==> config.mk <==
export PLATFORM = sky130hd
export DESIGN_NAME = midi_event_byte_encoder_top
export DESIGN_NICKNAME = d
export VERILOG_FILES = /design/src/hdl/mebe_pkg.sv /design/src/hdl/mebe_front.sv /design/src/hdl/mebe_queue.sv /design/src/hdl/mebe_back.sv /design/src/hdl/midi_event_byte_encoder_top.sv
export VERILOG_INCLUDE_DIRS = /design/src /design/src/hdl
export SDC_FILE = /design/constraint.sdc
export NUM_CORES = 1
export LEC_CHECK = 0
export BUFFER_PORTS_ARGS = -buffer_cell sky130_fd_sc_hd__buf_2
export CAP_MARGIN = 15
export CORE_ASPECT_RATIO = 0.6
export CORE_MARGIN = 8
export CORE_UTILIZATION = 42
export CTS_CLUSTER_DIAMETER = 30
export DETAILED_ROUTE_END_ITERATION = 8
export GPL_ROUTABILITY_DRIVEN = 0
export GPL_TIMING_DRIVEN = 0
export REMOVE_ABC_BUFFERS = 1
export SYNTH_ARGS = -nofsm -noshare
export SYNTH_HDL_FRONTEND = slang
export SYNTH_SLANG_ARGS = --single-unit
==> constraint.sdc <==
create_clock -name clk -period 3.7 [get_ports clk]
set_clock_uncertainty 0.1 [all_clocks]
set_input_delay 0.37 -clock clk [delete_from_list [all_inputs] [get_ports clk]]
set_output_delay 0.37 -clock clk [all_outputs]
set_load 0.01 [all_outputs]
==> src/hdl/midi_event_byte_encoder_top_assert.svh <==
//------------------------------------------------------------------------------
// MIDI event byte encoder assertion macros
// Concurrent check helpers, clocked on clk and disabled during reset.
//------------------------------------------------------------------------------
`ifndef MIDI_EVENT_BYTE_ENCODER_TOP_ASSERT_SVH
`define MIDI_EVENT_BYTE_ENCODER_TOP_ASSERT_SVH

// same-cycle implication
`define MEBE_ASSERT_NOW(label, ante, cons) \
	label: assert property (@(posedge clk) disable iff (!arst_n) (ante) |-> (cons)) \
		else $error("midi_event_byte_encoder: assertion failed");

// next-cycle implication
`define MEBE_ASSERT_NEXT(label, ante, cons) \
	label: assert property (@(posedge clk) disable iff (!arst_n) (ante) |=> (cons)) \
		else $error("midi_event_byte_encoder: assertion failed");

`endif

==> src/hdl/mebe_pkg.sv <==
//------------------------------------------------------------------------------
// mebe_pkg
// Shared types and constants of the MIDI event byte encoder.
//------------------------------------------------------------------------------
package mebe_pkg;

	localparam int DELTA_W = 28;
	localparam int QUEUE_DEPTH_DEF = 2;

	localparam logic [DELTA_W-1:0] DELTA_MAX = 28'hFFF_FFFF;

	localparam logic [1:0] OP_NOTE_ON  = 2'd0;
	localparam logic [1:0] OP_NOTE_OFF = 2'd1;
	localparam logic [1:0] OP_PROGRAM  = 2'd2;

	localparam logic [7:0] STATUS_NOTE_ON  = 8'h90;
	localparam logic [7:0] STATUS_NOTE_OFF = 8'h80;
	localparam logic [7:0] STATUS_PROGRAM  = 8'hC0;

	localparam int VLQ_SHIFT_HIGH = 21;
	localparam int VLQ_SHIFT_MID  = 14;
	localparam int VLQ_SHIFT_LOW  = 7;

	// one classified event, ready for serialization
	typedef struct packed {
		logic [DELTA_W-1:0] delta;
		logic [7:0]         status;
		logic               send_status;
		logic               is_note;
		logic [6:0]         data0;
		logic [6:0]         data1;
	} event_t;

	typedef struct packed {
		logic full;
		logic empty;
	} q_stat_t;

	typedef enum logic [2:0] {
		ST_IDLE,
		ST_VLQ3,
		ST_VLQ2,
		ST_VLQ1,
		ST_VLQ0,
		ST_STATUS,
		ST_DATA0,
		ST_DATA1
	} ser_state_t;

endpackage

==> src/hdl/mebe_front.sv <==
//------------------------------------------------------------------------------
// mebe_front
// Accepts track events, keeps the pending delta and running status, and
// pushes emitted events into the queue.
//------------------------------------------------------------------------------
module mebe_front (
	input  logic                           clk,
	input  logic                           arst_n,
	input  logic                           s_tvalid,
	output logic                           s_tready,
	input  logic [55:0]                    s_tdata,
	input  mebe_pkg::q_stat_t              q_stat,
	output logic                           push,
	output mebe_pkg::event_t               push_data
);

	logic [1:0]                   op;
	logic [3:0]                   channel;
	logic signed [7:0]            note;
	logic [6:0]                   velocity;
	logic [6:0]                   patch;
	logic [mebe_pkg::DELTA_W-1:0] ticks;

	logic [mebe_pkg::DELTA_W-1:0] pending_q;
	logic [7:0]                   last_status_q;

	logic [mebe_pkg::DELTA_W:0]   sum;
	logic [mebe_pkg::DELTA_W-1:0] delta_sat;
	logic [7:0]                   status;
	logic                         is_note;
	logic                         emit;
	logic                         accept;

	assign op       = s_tdata[1:0];
	assign channel  = s_tdata[5:2];
	assign note     = s_tdata[13:6];
	assign velocity = s_tdata[20:14];
	assign patch    = s_tdata[27:21];
	assign ticks    = s_tdata[55:28];

	assign s_tready = !q_stat.full;
	assign accept   = s_tvalid && s_tready;

	always_comb begin
		sum       = {1'b0, pending_q} + {1'b0, ticks};
		delta_sat = sum[mebe_pkg::DELTA_W] ? mebe_pkg::DELTA_MAX : sum[mebe_pkg::DELTA_W-1:0];
		status    = 8'h00;
		is_note   = 1'b0;
		emit      = 1'b0;
		unique case (op)
			mebe_pkg::OP_NOTE_ON: begin
				status  = mebe_pkg::STATUS_NOTE_ON | {4'h0, channel};
				is_note = 1'b1;
				emit    = (note >= 0);
			end
			mebe_pkg::OP_NOTE_OFF: begin
				status  = mebe_pkg::STATUS_NOTE_OFF | {4'h0, channel};
				is_note = 1'b1;
				emit    = (note >= 0);
			end
			mebe_pkg::OP_PROGRAM: begin
				status = mebe_pkg::STATUS_PROGRAM | {4'h0, channel};
				emit   = 1'b1;
			end
			default: begin
				emit = 1'b0;
			end
		endcase
	end

	assign push = accept && emit;

	always_comb begin
		push_data.delta       = delta_sat;
		push_data.status      = status;
		push_data.send_status = (status != last_status_q);
		push_data.is_note     = is_note;
		push_data.data0       = is_note ? note[6:0] : patch;
		push_data.data1       = velocity;
	end

	always_ff @(posedge clk or negedge arst_n) begin
		if (!arst_n) begin
			pending_q     <= '0;
			last_status_q <= '0;
		end else if (accept) begin
			if (emit) begin
				pending_q     <= '0;
				last_status_q <= status;
			end else begin
				pending_q <= delta_sat;
			end
		end
	end

endmodule

==> src/hdl/mebe_queue.sv <==
//------------------------------------------------------------------------------
// mebe_queue
// Short event queue between the front and the byte serializer.
//------------------------------------------------------------------------------
module mebe_queue #(
	parameter int QUEUE_DEPTH = mebe_pkg::QUEUE_DEPTH_DEF
) (
	input  logic               clk,
	input  logic               arst_n,
	input  logic               push,
	input  mebe_pkg::event_t   push_data,
	input  logic               pop,
	output mebe_pkg::event_t   head,
	output mebe_pkg::q_stat_t  q_stat
);

	localparam int PW = $clog2(QUEUE_DEPTH);
	localparam int CW = $clog2(QUEUE_DEPTH + 1);

	mebe_pkg::event_t entries_q [QUEUE_DEPTH];
	logic [PW-1:0]    wptr_q;
	logic [PW-1:0]    rptr_q;
	logic [CW-1:0]    count_q;

	function automatic logic [PW-1:0] wrap_inc(input logic [PW-1:0] p);
		return (p == PW'(QUEUE_DEPTH - 1)) ? '0 : p + PW'(1);
	endfunction

	assign head         = entries_q[rptr_q];
	assign q_stat.full  = (count_q == CW'(QUEUE_DEPTH));
	assign q_stat.empty = (count_q == '0);

	always_ff @(posedge clk) begin
		if (push) begin
			entries_q[wptr_q] <= push_data;
		end
	end

	always_ff @(posedge clk or negedge arst_n) begin
		if (!arst_n) begin
			wptr_q  <= '0;
			rptr_q  <= '0;
			count_q <= '0;
		end else begin
			if (push) begin
				wptr_q <= wrap_inc(wptr_q);
			end
			if (pop) begin
				rptr_q <= wrap_inc(rptr_q);
			end
			if (push && !pop) begin
				count_q <= count_q + CW'(1);
			end else if (pop && !push) begin
				count_q <= count_q - CW'(1);
			end
		end
	end

endmodule

==> src/hdl/mebe_back.sv <==
//------------------------------------------------------------------------------
// mebe_back
// Byte serializer: walks one event through delta, status and data bytes
// and drives the registered output stream.
//------------------------------------------------------------------------------
module mebe_back (
	input  logic               clk,
	input  logic               arst_n,
	input  mebe_pkg::event_t   head,
	input  mebe_pkg::q_stat_t  q_stat,
	output logic               pop,
	output logic               m_tvalid,
	input  logic               m_tready,
	output logic [7:0]         m_tdata,
	output logic               m_tlast
);

	mebe_pkg::ser_state_t state_q;
	mebe_pkg::ser_state_t state_next;
	mebe_pkg::event_t     cur_q;

	logic       out_valid_q;
	logic [7:0] out_byte_q;
	logic       out_last_q;

	logic       advance;
	logic       last_byte;
	logic       load;
	logic [7:0] cur_byte;

	function automatic mebe_pkg::ser_state_t first_state(
		input logic [mebe_pkg::DELTA_W-1:0] t
	);
		mebe_pkg::ser_state_t s;
		if ((t >> mebe_pkg::VLQ_SHIFT_HIGH) != '0) begin
			s = mebe_pkg::ST_VLQ3;
		end else if ((t >> mebe_pkg::VLQ_SHIFT_MID) != '0) begin
			s = mebe_pkg::ST_VLQ2;
		end else if ((t >> mebe_pkg::VLQ_SHIFT_LOW) != '0) begin
			s = mebe_pkg::ST_VLQ1;
		end else begin
			s = mebe_pkg::ST_VLQ0;
		end
		return s;
	endfunction

	assign advance   = (state_q != mebe_pkg::ST_IDLE) && (!out_valid_q || m_tready);
	assign last_byte = (state_q == mebe_pkg::ST_DATA1) ||
	                   (state_q == mebe_pkg::ST_DATA0 && !cur_q.is_note);
	assign load      = !q_stat.empty &&
	                   ((state_q == mebe_pkg::ST_IDLE) || (advance && last_byte));
	assign pop       = load;

	always_comb begin
		state_next = state_q;
		cur_byte   = 8'h00;
		unique case (state_q)
			mebe_pkg::ST_IDLE: begin
				cur_byte = 8'h00;
			end
			mebe_pkg::ST_VLQ3: begin
				cur_byte = {1'b1, cur_q.delta[27:21]};
				if (advance) state_next = mebe_pkg::ST_VLQ2;
			end
			mebe_pkg::ST_VLQ2: begin
				cur_byte = {1'b1, cur_q.delta[20:14]};
				if (advance) state_next = mebe_pkg::ST_VLQ1;
			end
			mebe_pkg::ST_VLQ1: begin
				cur_byte = {1'b1, cur_q.delta[13:7]};
				if (advance) state_next = mebe_pkg::ST_VLQ0;
			end
			mebe_pkg::ST_VLQ0: begin
				cur_byte = {1'b0, cur_q.delta[6:0]};
				if (advance) begin
					state_next = cur_q.send_status ? mebe_pkg::ST_STATUS : mebe_pkg::ST_DATA0;
				end
			end
			mebe_pkg::ST_STATUS: begin
				cur_byte = cur_q.status;
				if (advance) state_next = mebe_pkg::ST_DATA0;
			end
			mebe_pkg::ST_DATA0: begin
				cur_byte = {1'b0, cur_q.data0};
				if (advance) begin
					state_next = cur_q.is_note ? mebe_pkg::ST_DATA1 : mebe_pkg::ST_IDLE;
				end
			end
			mebe_pkg::ST_DATA1: begin
				cur_byte = {1'b0, cur_q.data1};
				if (advance) state_next = mebe_pkg::ST_IDLE;
			end
			default: begin
				state_next = mebe_pkg::ST_IDLE;
			end
		endcase
		// next event starts right behind the last byte of the current one
		if (load) begin
			state_next = first_state(head.delta);
		end
	end

	always_ff @(posedge clk or negedge arst_n) begin
		if (!arst_n) begin
			state_q <= mebe_pkg::ST_IDLE;
		end else begin
			state_q <= state_next;
		end
	end

	always_ff @(posedge clk) begin
		if (load) begin
			cur_q <= head;
		end
	end

	always_ff @(posedge clk or negedge arst_n) begin
		if (!arst_n) begin
			out_valid_q <= 1'b0;
		end else if (advance) begin
			out_valid_q <= 1'b1;
		end else if (m_tready) begin
			out_valid_q <= 1'b0;
		end
	end

	always_ff @(posedge clk) begin
		if (advance) begin
			out_byte_q <= cur_byte;
			out_last_q <= last_byte;
		end
	end

	assign m_tvalid = out_valid_q;
	assign m_tdata  = out_byte_q;
	assign m_tlast  = out_last_q;

endmodule

==> src/hdl/midi_event_byte_encoder_top.sv <==
//------------------------------------------------------------------------------
// midi_event_byte_encoder_top
// Standard MIDI file track event writer with running status.
//------------------------------------------------------------------------------
// Each accepted transaction carries one note on, note off or program change
// event plus the ticks elapsed since the previous one. The front stage adds
// the ticks to a saturating pending delta, decides whether the event is
// emitted and whether its status byte differs from the running status, and
// queues it. The back stage sends the delta as a 1 to 4 byte variable-length
// quantity, the optional status byte and the data bytes, one byte per cycle
// while m_tready is high, with tlast on the final byte of the event. An event
// is 2 to 7 bytes long; input transactions are taken every cycle while the
// event queue has room, and items that emit nothing produce no output bytes.
//------------------------------------------------------------------------------
`include "midi_event_byte_encoder_top_assert.svh"

module midi_event_byte_encoder_top #(
	parameter int QUEUE_DEPTH = mebe_pkg::QUEUE_DEPTH_DEF
) (
	input  logic        clk,
	input  logic        arst_n,
	input  logic        s_tvalid,
	output logic        s_tready,
	// op[1:0], channel[5:2], note[13:6], velocity[20:14], patch[27:21],
	// elapsed_ticks[55:28]
	input  logic [55:0] s_tdata,
	output logic        m_tvalid,
	input  logic        m_tready,
	// out_byte[7:0]
	output logic [7:0]  m_tdata,
	output logic        m_tlast
);

	mebe_pkg::q_stat_t q_stat;
	mebe_pkg::event_t  push_data;
	mebe_pkg::event_t  head;
	logic              push;
	logic              pop;

	mebe_front u_front (
		.clk       (clk),
		.arst_n    (arst_n),
		.s_tvalid  (s_tvalid),
		.s_tready  (s_tready),
		.s_tdata   (s_tdata),
		.q_stat    (q_stat),
		.push      (push),
		.push_data (push_data)
	);

	mebe_queue #(
		.QUEUE_DEPTH (QUEUE_DEPTH)
	) u_queue (
		.clk       (clk),
		.arst_n    (arst_n),
		.push      (push),
		.push_data (push_data),
		.pop       (pop),
		.head      (head),
		.q_stat    (q_stat)
	);

	mebe_back u_back (
		.clk      (clk),
		.arst_n   (arst_n),
		.head     (head),
		.q_stat   (q_stat),
		.pop      (pop),
		.m_tvalid (m_tvalid),
		.m_tready (m_tready),
		.m_tdata  (m_tdata),
		.m_tlast  (m_tlast)
	);

	`MEBE_ASSERT_NOW(a_no_push_full, push, !q_stat.full)
	`MEBE_ASSERT_NOW(a_no_pop_empty, pop, !q_stat.empty)
	`MEBE_ASSERT_NEXT(a_push_not_empty, push && !pop, !q_stat.empty)

endmodule
==> results.md, run 1 <==
* Status: finished clean
* Critical R2R Launch: u_front.pending_q[0]
* Critical path class: reg2reg
* Die X at 210 um
* Hold crit path type: in2reg
* Power per cell area at 925 mW/mm^2
* Inserted Diodes at 0
* Die ar. at 0.0278 sq mm
* Initial DRC Count at 532
* Hold Path Cell Cnt at 2
* Most frequent cell after synthesis: edfxtp_1
* Post-synthesis sequential area ratio at 62.6%
* Drt first pass iters at 5
* Hold Crit Endpoint: u_queue.entries_q[0][9]
* Final setup violation count at 0
* Worst-Margin Slew at 1.12 ns
* DPL Wire Length at 15.4 mm
* Syn Inst Count at 705
* Total CTS buffers at 28
* Fin Hold WS at ~0.065 ns
* Vias at 6100
* Critical R2R Capture: u_front.pending_q[7]
* Clk buf depth at 3
* Die H at roughly 130 um
* WP data arrival at 3.73 ns
* Reg clk slew, reported paths at ~0.060 ns
* DRC at 0
* Max-Cap Viols at 0
* R2R setup slack at 0.28 ns
* Pins Over Slew Limit at 0
* Netlist cell types at 60
* Post-CTS Setup Inserts at 0
* Worst ir drop on vdd at 431 uV
* Setup crit start kind: flip-flop
* Yosys warns at 0
* Final worst slack at 0.278 ns
* Total power at roughly 11000 uW
* Core area at 0.0221 sq mm
* CTS tree: yes
* Dpl ws at about 0.19 ns
* Worst EP required at 4.01 ns
* Synthesized flop and latch total at 205
* # port buffers at 70
* Layout Nets at 886
* Layout cells sized above 1 at approximately a quarter
* Crit Path Max Fanout at 24
* Main synth FF type: edfxtp_1
* Vias in the first global route at 6232
* Fin. Hold Viols at 0
* Cell Area, Synth at around 0.0095 sq mm
* Initial core utilization at 42.9%
* Initial antenna violation count at 0
* Drt via density at 5.42
* Part of the cycle the worst path needs at 92.5%
* Worst Hold Launch: s_tdata[23]
* Yosys top cell by area: edfxtp_1
* Top cells by count, synth: edfxtp_1, mux2_2, nand2_1
* RSZ-0062 raised after global routing: no
* H-tree level count at 1
* First-pass GRT wire length at 34.2 mm
* Max-slew headroom at 25.3%
* GRT Residual Overflow at 0
* Worst R2R Path Depth at 10
* Max Freq at 292 MHz
* CTS Root Cell: clkbuf_16
* Clk Latency, worst-skew pair at ~0.52 ns
* Drt total wl at 21.5 mm
* Largest cells by area after synthesis: edfxtp_1, dfrtp_1, mux2_2
* TritonCTS sink count at 205
* Area grow syn2layout at 19.8%
* Total Routing Usage GR at ~15%
* Post-route ant nets at 0
* Tmin final at between 3 and 4 ns
* I/O Pins at 71
* Num rows at 42
* EDFF count, synth at 162
* CP Capture Type: flip-flop
* Syn avg cell area at 13.5 sq um
* Post-synth ARST share at 21.0%
* P_leak at 0.00430 uW
* Largest net degree at the start of global routing at 44
* Routed wire per std cell at roughly 19 um
* Post-synth top area share at approximately half
## cell families (layout without fill, tap and decap cells)
kind of cell / count (synthesis) / in the layout / synth area share, %
XOR/XNOR: 32 / 32 / 2.96
adder cells (fa/ha/maj): 30 / 30 / 4.04
flip-flops: 205 / 205 / 62.6
AO/OA/AOI/OAI: 155 / 155 / 11.0
multiplexers: 72 / 72 / 8.85
buffers and inverters: 43 / 156 / 1.79
AND/OR/NAND/NOR: 168 / 168 / 8.76
## power by group
group	internal, uW	switching [uW]	total [uW]
registers	3610	512	4120
clock network	1760	1060	2820
logic	1520	2040	3560
## timing repair
item | 4_1_cts | 5_1_grt
hold endpoints to repair | 61 | 0
setup endpoints to repair | 0 | 0
hold buffers | 12 | 0
resized for setup | 0 | 0
## layout make-up
class                           count  area [sq um]
Fill cell                        1866         10800
Sequential cell                   205          5940
Multi-Input combinational cell    457          3390
Clock buffer                       33           751
Timing Repair Buffer               88           578
Tap cell                          308           385
Clock inverter                     19           254
Inverter                           16          60.1
## metrics by stage
step                util [%]  instances  TNS [ns]  cell area [sq um]
floorplan                  -        678    -11.19               9370
global placement        45.7       1056   -209.03              10100
detailed placement      46.2       1061         0              10200
CTS                     51.3       1125         0              11300
global route            51.3       1126         0              11400
finish                  51.3       1126         0              11400
## flip-flops by register name, summed over array words and instances (netlist names)
name / flops
u_queue.rptr_q: 1
u_front.last_status_q: 7
u_back.state_q: 3
u_queue.count_q: 2
u_back.m_tvalid: 1
u_back.m_tlast: 1
u_queue.wptr_q: 1
u_queue.entries_q: 102
u_back.m_tdata: 8
u_back.cur_q: 51
u_front.pending_q: 28
## worst max path at each step
| stage | start | endpoint | slack [ns] |
|---|---|---|---|
| 3_3_place_gp | s_tdata[1] | u_queue.entries_q[0][5] | -1.98 |
| 6_report | u_front.pending_q[0] | u_front.pending_q[7] | 0.28 |
| 5_1_grt | u_front.pending_q[0] | u_front.pending_q[7] | 0.06 |
| 4_1_cts | u_front.pending_q[0] | u_front.pending_q[7] | 0.30 |
| 2_1_floorplan | u_queue.count_q[0] | u_queue.entries_q[0][0] | -0.11 |
| 3_5_place_dp | s_tdata[28] | u_front.pending_q[7] | 0.19 |
## worst max-delay path, cell delays in order, from the launching register on
cell     delay, ns
dfrtp_1       0.38
ha_1          0.23
fa_1          0.41
a21oi_1       0.23
o21a_1        0.20
o21ai_2       0.11
a211o_1       0.43
a22oi_2       0.26
a21oi_2       0.28
or3b_4        0.48
a22o_1        0.19
## cell usage in the layout (no fill, tap or decap), types with 12 or more instances in the layout
cell             n
xor2_1          12
o21ai_0         34
nor3_1          16
a21oi_1         42
mux2_2          65
nand2_1         54
a22o_1          22
ha_1            29
nor2_1          26
xnor2_1         20
edfxtp_1       162
clkbuf_16       29
buf_2           70
dlygate4sd3_1   12
inv_1           15
nand2b_1        13
dfrtp_1         42
## per-layer routing
layer  share of wire, %  global-route usage (%)  vias to the layer above
met5                  0                       0                        -
met4                1.5                    2.93                        0
met3                6.4                    3.54                       41
met2                 42                    21.6                      188
met1                 50                    23.6                     3017
li1                   -                       -                     2854
No activity file was read; power rests on OpenSTA's default activity.
==> run 2: changes to the inputs <==
CTS_CLUSTER_SIZE = 8   (was not set)
clock period = 3.2 ns   (was 3.7 ns; I/O delays follow)
==> run 2 against run 1 <==
  * First-iteration DRC count fell by 3.0%
  * Critical path depth up 1
  * Sequential share of layout area is 0.70 points lower
  * Clock power rose by 20%
  * Maximum frequency up 10%
==> results.md, run 2 (synthesis gave the netlist of run 1 again) <==
* Die X at 210 um (unchanged)
* Cell Area, Placed at 0.0102 sq mm (unchanged)
* CTS Root Cell: clkbuf_16
* # port buffers at 70 (unchanged)
* P_leak at 0.00435 uW (+1.2%)
* Worst-Margin Slew at 0.966 ns (-0.154 ns)
* Worst EP required at 3.45 ns (-0.56 ns)
* Area grow syn2layout at 21.5%
* Pins Over Slew Limit at 0 (unchanged)
* Max FFs per register at 102 (unchanged)
* Met2 usage at 21.9% (+0.36 points)
* Routed wire per std cell at 19.6 um (+2.8%)
* Total Routing Usage GR at 15.8% (+0.42 points)
* Die ar. at 0.0278 sq mm (unchanged)
* Clk buf depth at 3 (unchanged)
* WP data arrival at 3.35 ns (-0.38 ns)
* Total CTS buffers at 34 (+21%)
* Post-route ant nets at 0 (unchanged)
* Final worst slack at 0.0980 ns (-0.180 ns)
* GR Util met3 at 3.51% (-0.024 points)
* Final instance area at 0.0115 sq mm (+1.5%)
* Layout Nets at 897 (+1.2%)
* Largest net degree at the start of global routing at 44 (unchanged)
* Most frequent cells in the layout: edfxtp_1, buf_2, mux2_2
* Drt first pass iters at 5 (unchanged)
* Initial antenna violation count at 0 (unchanged)
* Vias at 6151 (+0.84%)
* Largest registers: u_queue.entries_q (102), u_back.cur_q (51), u_front.pending_q (28)
* Setup crit start kind: flip-flop
* Vias in the first global route at 6342 (+1.8%)
* Inserted Diodes at 0 (unchanged)
* Final setup TNS at 0 ns (unchanged)
* Tmin final at 3.10 ns (-0.320 ns)
* Largest stage delay, worst path at 0.44 ns (-0.04 ns)
* First-pass GRT wire length at 34.9 mm (+2.1%)
* I/O Pins at 71 (unchanged)
* Part of the cycle the worst path needs at 96.9% (+4.4 points)
* Critical path class: reg2reg
* CTS tree: yes
* CP cell instances: ha_4 > fa_2 > a21oi_2 > o21a_1 > o21ai_4 > a211o_4 > a22oi_2 > buf_6 > a21oi_4 > or3b_4 > a22o_1
* TritonCTS sink count at 205 (unchanged)
* Commonest non-fill, non-tap cell in the layout: edfxtp_1
* Max-Cap Viols at 0 (unchanged)
* Max-slew headroom at 35.5% (+10 points)
* Fin. Hold Viols at 0 (unchanged)
* Drt total wl at 22.3 mm (+3.7%)
* Num rows at 42 (unchanged)
* Most flops, register: u_queue.entries_q
* Crit Path Max Fanout at 6 (-75%)
* Core area at 0.0221 sq mm (unchanged)
* Reg clk slew, reported paths at 0.05 ns (about the same)
* H-tree level count at 2 (+1)
* Status: finished clean
* DRC at 0 (unchanged)
* Power per cell area at 1080 mW/mm^2 (+17%)
* M1 GR Usage at 24.6% (+0.91 points)
* CP Capture Type: flip-flop
* GRT Residual Overflow at 0 (unchanged)
* Layout cells sized above 1 at 26.4% (+0.90 points)
* DPL Wire Length at 15.4 mm (unchanged)
* Die H at 132 um (unchanged)
* Worst ir drop on vdd at 421 uV (-2.3%)
* Total power at 12400 uW (+18%)
* Hold crit path type: in2reg
* GRT busiest layer: met1
* Dpl ws at -0.264 ns (-0.450 ns)
* Initial core utilization at 42.9% (unchanged)
* Slowest cell on the critical path: or3b_4
* Final core occ at 52.1% (+0.75 points)
* RSZ-0062 raised after global routing: yes
* Max Freq at 322 MHz (+10%)
* Final setup violation count at 0 (unchanged)
* Initial DRC Count at 516 (-3.0%)
* Clk Latency, worst-skew pair at 0.47 ns (-0.05 ns)
* Drt via density at 5.41 (about the same)
[run 2: cell types whose count changed in the layout (fill, tap and decap cells not counted), sizes merged]
cell | before | now
clkbuf | 33 | 50
inv | 21 | 15
buf | 76 | 79
bufinv | 4 | 1
a21oi | 45 | 47
clkinvlp | 3 | 1
clkinv | 7 | 6
[run 2: metal layers]
metal / vias to the layer above / share of wire (%)
li1: 2886 / -
met1: 3057 / 51
met2: 188 / 41
met3: 20 / 6.9
met4: 0 / 0.92
met5: - / 0
[run 2: area by class of cell]
| class | count | area (sq um) |
|---|---|---|
| fillers | 1845 | 10600 |
| flip-flops and latches | 205 | 5950 |
| multi-input cells | 459 | 3470 |
| clock buffers | 50 | 995 |
| repair buffers | 91 | 604 |
| well taps | 308 | 385 |
| inverters | 16 | 60.1 |
| clock inverters | 7 | 58.8 |
[run 2: through the flow]
| stage | hold slack (ns) | instances |
|---|---|---|
| 6_report | 0.0617 | 1136 |
| 5_1_grt | 0.0536 | 1136 |
| 2_1_floorplan | -0.0756 | 678 |
| 3_5_place_dp | 0.372 | 1061 |
| 3_3_place_gp | 0.372 | 1056 |
| 4_1_cts | 0.0473 | 1134 |
[run 2: path summary, 6_finish.rpt]
check                                              start                       end  slack [ns]  cells after the start
worst max-delay path                u_front.pending_q[0]      u_front.pending_q[7]         0.1                     11
worst min-delay path                         s_tdata[26]  u_queue.entries_q[0][12]        0.06                      2
worst max register to register      u_front.pending_q[0]      u_front.pending_q[7]         0.1                     11
worst min register to register  u_front.last_status_q[7]  u_front.last_status_q[7]        0.39                      1
max in group asynchronous                         arst_n            u_queue.rptr_q        2.37                      3
min in group asynchronous                         arst_n      u_front.pending_q[4]        0.13                      2
[run 2: power by group]
| group | internal, uW | total, uW | switching (uW) |
|---|---|---|---|
| logic | 1800 | 4290 | 2490 |
| clock network | 2210 | 3370 | 1160 |
| registers | 4190 | 4780 | 594 |
| total | 8200 | 12400 | 4240 |
[run 2: what timing repair did]
action | in CTS | in global routing
endpoints found under the setup margin | 55 | 36
setup buffers | 3 | 0
gates cloned | 1 | 1
endpoints found under the hold margin | 40 | 0
resized for setup | 7 | 12
pin swaps | 2 | 5
hold buffers | 12 | 0
[run 2: worst max-delay path: cells and delay by family, from the launching register on]
| family | cells | cell delay [ns] |
|---|---|---|
| compound gates | 7 | 1.35 |
| fa+ha+maj | 2 | 0.54 |
| buf+inv | 1 | 0.16 |
| flops | 1 | 0.40 |
| simple gates | 1 | 0.44 |
==> run 3: changes to the inputs <==
==> constraint.sdc (replaced) <==
create_clock -name clk -period 2.66 [get_ports clk]
set_clock_uncertainty 0.1 [all_clocks]
set_input_delay 0.399 -clock clk [delete_from_list [all_inputs] [get_ports clk]]
set_output_delay 0.399 -clock clk [all_outputs]
set_load 0.01 [all_outputs]
==> run 3 against run 2 <==
  * The run now ends with setup timing left
  * Global-route usage grew 0.98 points
  * Sequential share of layout area fell by 1.7 points
  * Die area unchanged
  * Hold slack got worse by 0.048 ns
  * Routed wire length up 7.9%
  * Non-clock buffer count rose by 13
  * Sequential power up 18%
  * Largest cell class unchanged
  * Register-to-register slack worse by 0.46 ns
  * Final cell count up 1.4%
  * Power rose by 29%
  * Largest power group is now combinational logic
  * Core utilization is 1.9 points higher
==> results.md, run 3 (synthesis gave the netlist of run 1 again) <==
* Setup crit start kind: flip-flop
* Most flops, register: u_queue.entries_q
* Crit Path Max Fanout at 4 (-2)
* Part of the cycle the worst path needs at 114% (+17 points)
* GR Util met3 at 4.58% (+1.1 points)
* Met2 usage at 23.5% (+1.6 points)
* Worst R2R Path Depth at 11 (unchanged)
* Largest registers: u_queue.entries_q (102), u_back.cur_q (51), u_front.pending_q (28)
* Final setup violation count at 84 (+84)
* Vias in the first global route at 6540 (+3.1%)
* Hold crit path type: in2reg
* Drt via density at 5.52 (+2.0%)
* Tmin final at 3.02 ns (-0.0821 ns)
* Worst ir drop on vdd at 511 uV (+21%)
* Drt total wl at 24.1 mm (+7.9%)
* GRT busiest layer: met1
* # port buffers at 70 (unchanged)
* Fin. Hold Viols at 0 (unchanged)
* TritonCTS sink count at 205 (unchanged)
* CP cell instances: ha_4 > fa_2 > a21oi_2 > o21a_1 > o21ai_4 > a211o_4 > a22oi_2 > buf_6 > a21oi_4 > or3b_4 > a22o_1
* Commonest non-fill, non-tap cell in the layout: edfxtp_1
* Initial DRC Count at 580 (+12%)
* Critical R2R Capture: u_front.pending_q[7]
* Crit path from: u_front.pending_q[0]
* CP endpoint: u_front.pending_q[7]
* Max-Cap Viols at 0 (unchanged)
* Power per cell area at 1350 mW/mm^2 (+25%)
* Post-route ant nets at 0 (unchanged)
* CTS tree: yes
* Initial antenna violation count at 0 (unchanged)
* Total Routing Usage GR at 16.7% (+0.98 points)
* Area grow syn2layout at 25.9%
* Inserted Diodes at 0 (unchanged)
* Die ar. at 0.0278 sq mm (unchanged)
* Max Freq at 331 MHz (+2.7%)
* Max-slew headroom at 33.4% (-2.1 points)
* Total CTS buffers at 34 (unchanged)
* M1 GR Usage at 25.5% (+0.93 points)
* Layout cells sized above 1 at 33.1% (+6.6 points)
* H-tree level count at 2 (unchanged)
* Initial core utilization at 42.9% (unchanged)
* WP data arrival at 3.27 ns (-0.08 ns)
* Drt first pass iters at 5 (unchanged)
* First-pass GRT wire length at 36.7 mm (+5.1%)
* Num rows at 42 (unchanged)
* Pins Over Slew Limit at 0 (unchanged)
* Vias at 6363 (+3.4%)
* Critical path class: reg2reg
* Failing checks: setup timing
* Largest stage delay, worst path at 0.44 ns (about the same)
* DRC at 0 (unchanged)
* Most frequent cells in the layout: edfxtp_1, buf_2, mux2_2
* Reg clk slew, reported paths at 0.05 ns (about the same)
* CTS Root Cell: clkbuf_16
* Die H at 132 um (unchanged)
* Slowest cell on the critical path: or3b_4
* Final Non-Filler Cells at 1152 (+1.4%)
* Clk buf depth at 3 (unchanged)
* Worst-Margin Slew at 0.997 ns (+0.0311 ns)
* R2R setup slack at -0.36 ns (-0.46 ns)
* P_leak at 0.00451 uW (+3.7%)
* Core area at 0.0221 sq mm (unchanged)
* Placed insts at 1061 (unchanged)
* Die X at 210 um (unchanged)
* Largest net degree at the start of global routing at 44 (unchanged)
* Worst EP required at 2.91 ns (-0.54 ns)
* GRT Residual Overflow at 0 (unchanged)
* Dpl ws at -0.883 ns (-0.619 ns)
* Layout Nets at 913 (+1.8%)
* CP Capture Type: flip-flop
* Clk Latency, worst-skew pair at 0.48 ns (about the same)
* Layout fillers at 1810 (-1.9%)
* I/O Pins at 71 (unchanged)
* DPL Wire Length at 15.4 mm (unchanged)
* Final worst slack at -0.360 ns (-0.458 ns)
* Status: complete, but fails checks
* RSZ-0062 raised after global routing: yes
* Final core occ at 54.0% (+1.9 points)
* Max FFs per register at 102 (unchanged)
* Critical R2R Launch: u_front.pending_q[0]
* Routed wire per std cell at 20.9 um (+6.4%)
## run 3: power by group
part	internal [uW]	switching (uW)
Sequential	5050	605
Clock	2660	1400
Combinational	2780	3570
Total	10500	5570
## run 3: worst min path at each step
| stage | start | slack (ns) | endpoint | cells past startpoint |
|---|---|---|---|---|
| 2_1_floorplan | arst_n | 0.003 | u_back.m_tvalid | 0 |
| 3_3_place_gp | u_front.last_status_q[7] | 0.37 | u_front.last_status_q[7] | 1 |
| 3_5_place_dp | u_front.last_status_q[7] | 0.37 | u_front.last_status_q[7] | 1 |
| 4_1_cts | s_tdata[14] | 0.003 | u_queue.entries_q[1][0] | 1 |
| 5_1_grt | s_tdata[14] | 0.005 | u_queue.entries_q[1][0] | 1 |
| 6_report | s_tdata[14] | 0.01 | u_queue.entries_q[1][0] | 1 |
## run 3: critical path: cells and delay by family, from the launching register on
family / cells / cell delay [ns]
AO/OA/AOI/OAI: 7 / 1.27
adder cells (fa/ha/maj): 2 / 0.53
AND/OR/NAND/NOR: 1 / 0.44
flip-flops: 1 / 0.40
buffers and inverters: 1 / 0.15
## run 3: what timing repair did
action | CTS | global route
pin swaps | 29 | 10
setup endpoints to repair | 230 | 85
cloned | 5 | 0
hold buffers | 5 | 1
hold endpoints to repair | 10 | 17
gates resized for setup | 71 | 8
buffers inserted | 16 | 8
## run 3: per-layer routing
| metal | wire [um] | vias to the layer above |
|---|---|---|
| met5 | 0 | - |
| li1 | - | 2924 |
| met1 | 11900 | 3191 |
| met3 | 1930 | 20 |
| met4 | 199 | 0 |
| met2 | 10000 | 228 |
## run 3: layout make-up
cell class | count | area, sq um | area share (%)
well taps | 308 | 385 | 3.23
repair buffers | 104 | 738 | 6.18
multi-input cells | 462 | 3740 | 31.4
clock inverters | 7 | 58.8 | 0.493
inverters | 16 | 60.1 | 0.503
flip-flops and latches | 205 | 5960 | 49.9
clock buffers | 50 | 995 | 8.33
## run 3: through the flow
step	hold WS, ns	TNS, ns	instance area, sq um	power (uW)
after CTS	0.00323	-14.88	11800	15800
after detailed placement	0.372	-116.05	10200	10700
final	0.0138	-20.32	11900	16100
after floorplan	0.00341	-148.06	9370	9090
after global placement	0.372	-440.69	10100	10500
after global routing	0.00546	-27.49	11900	16900
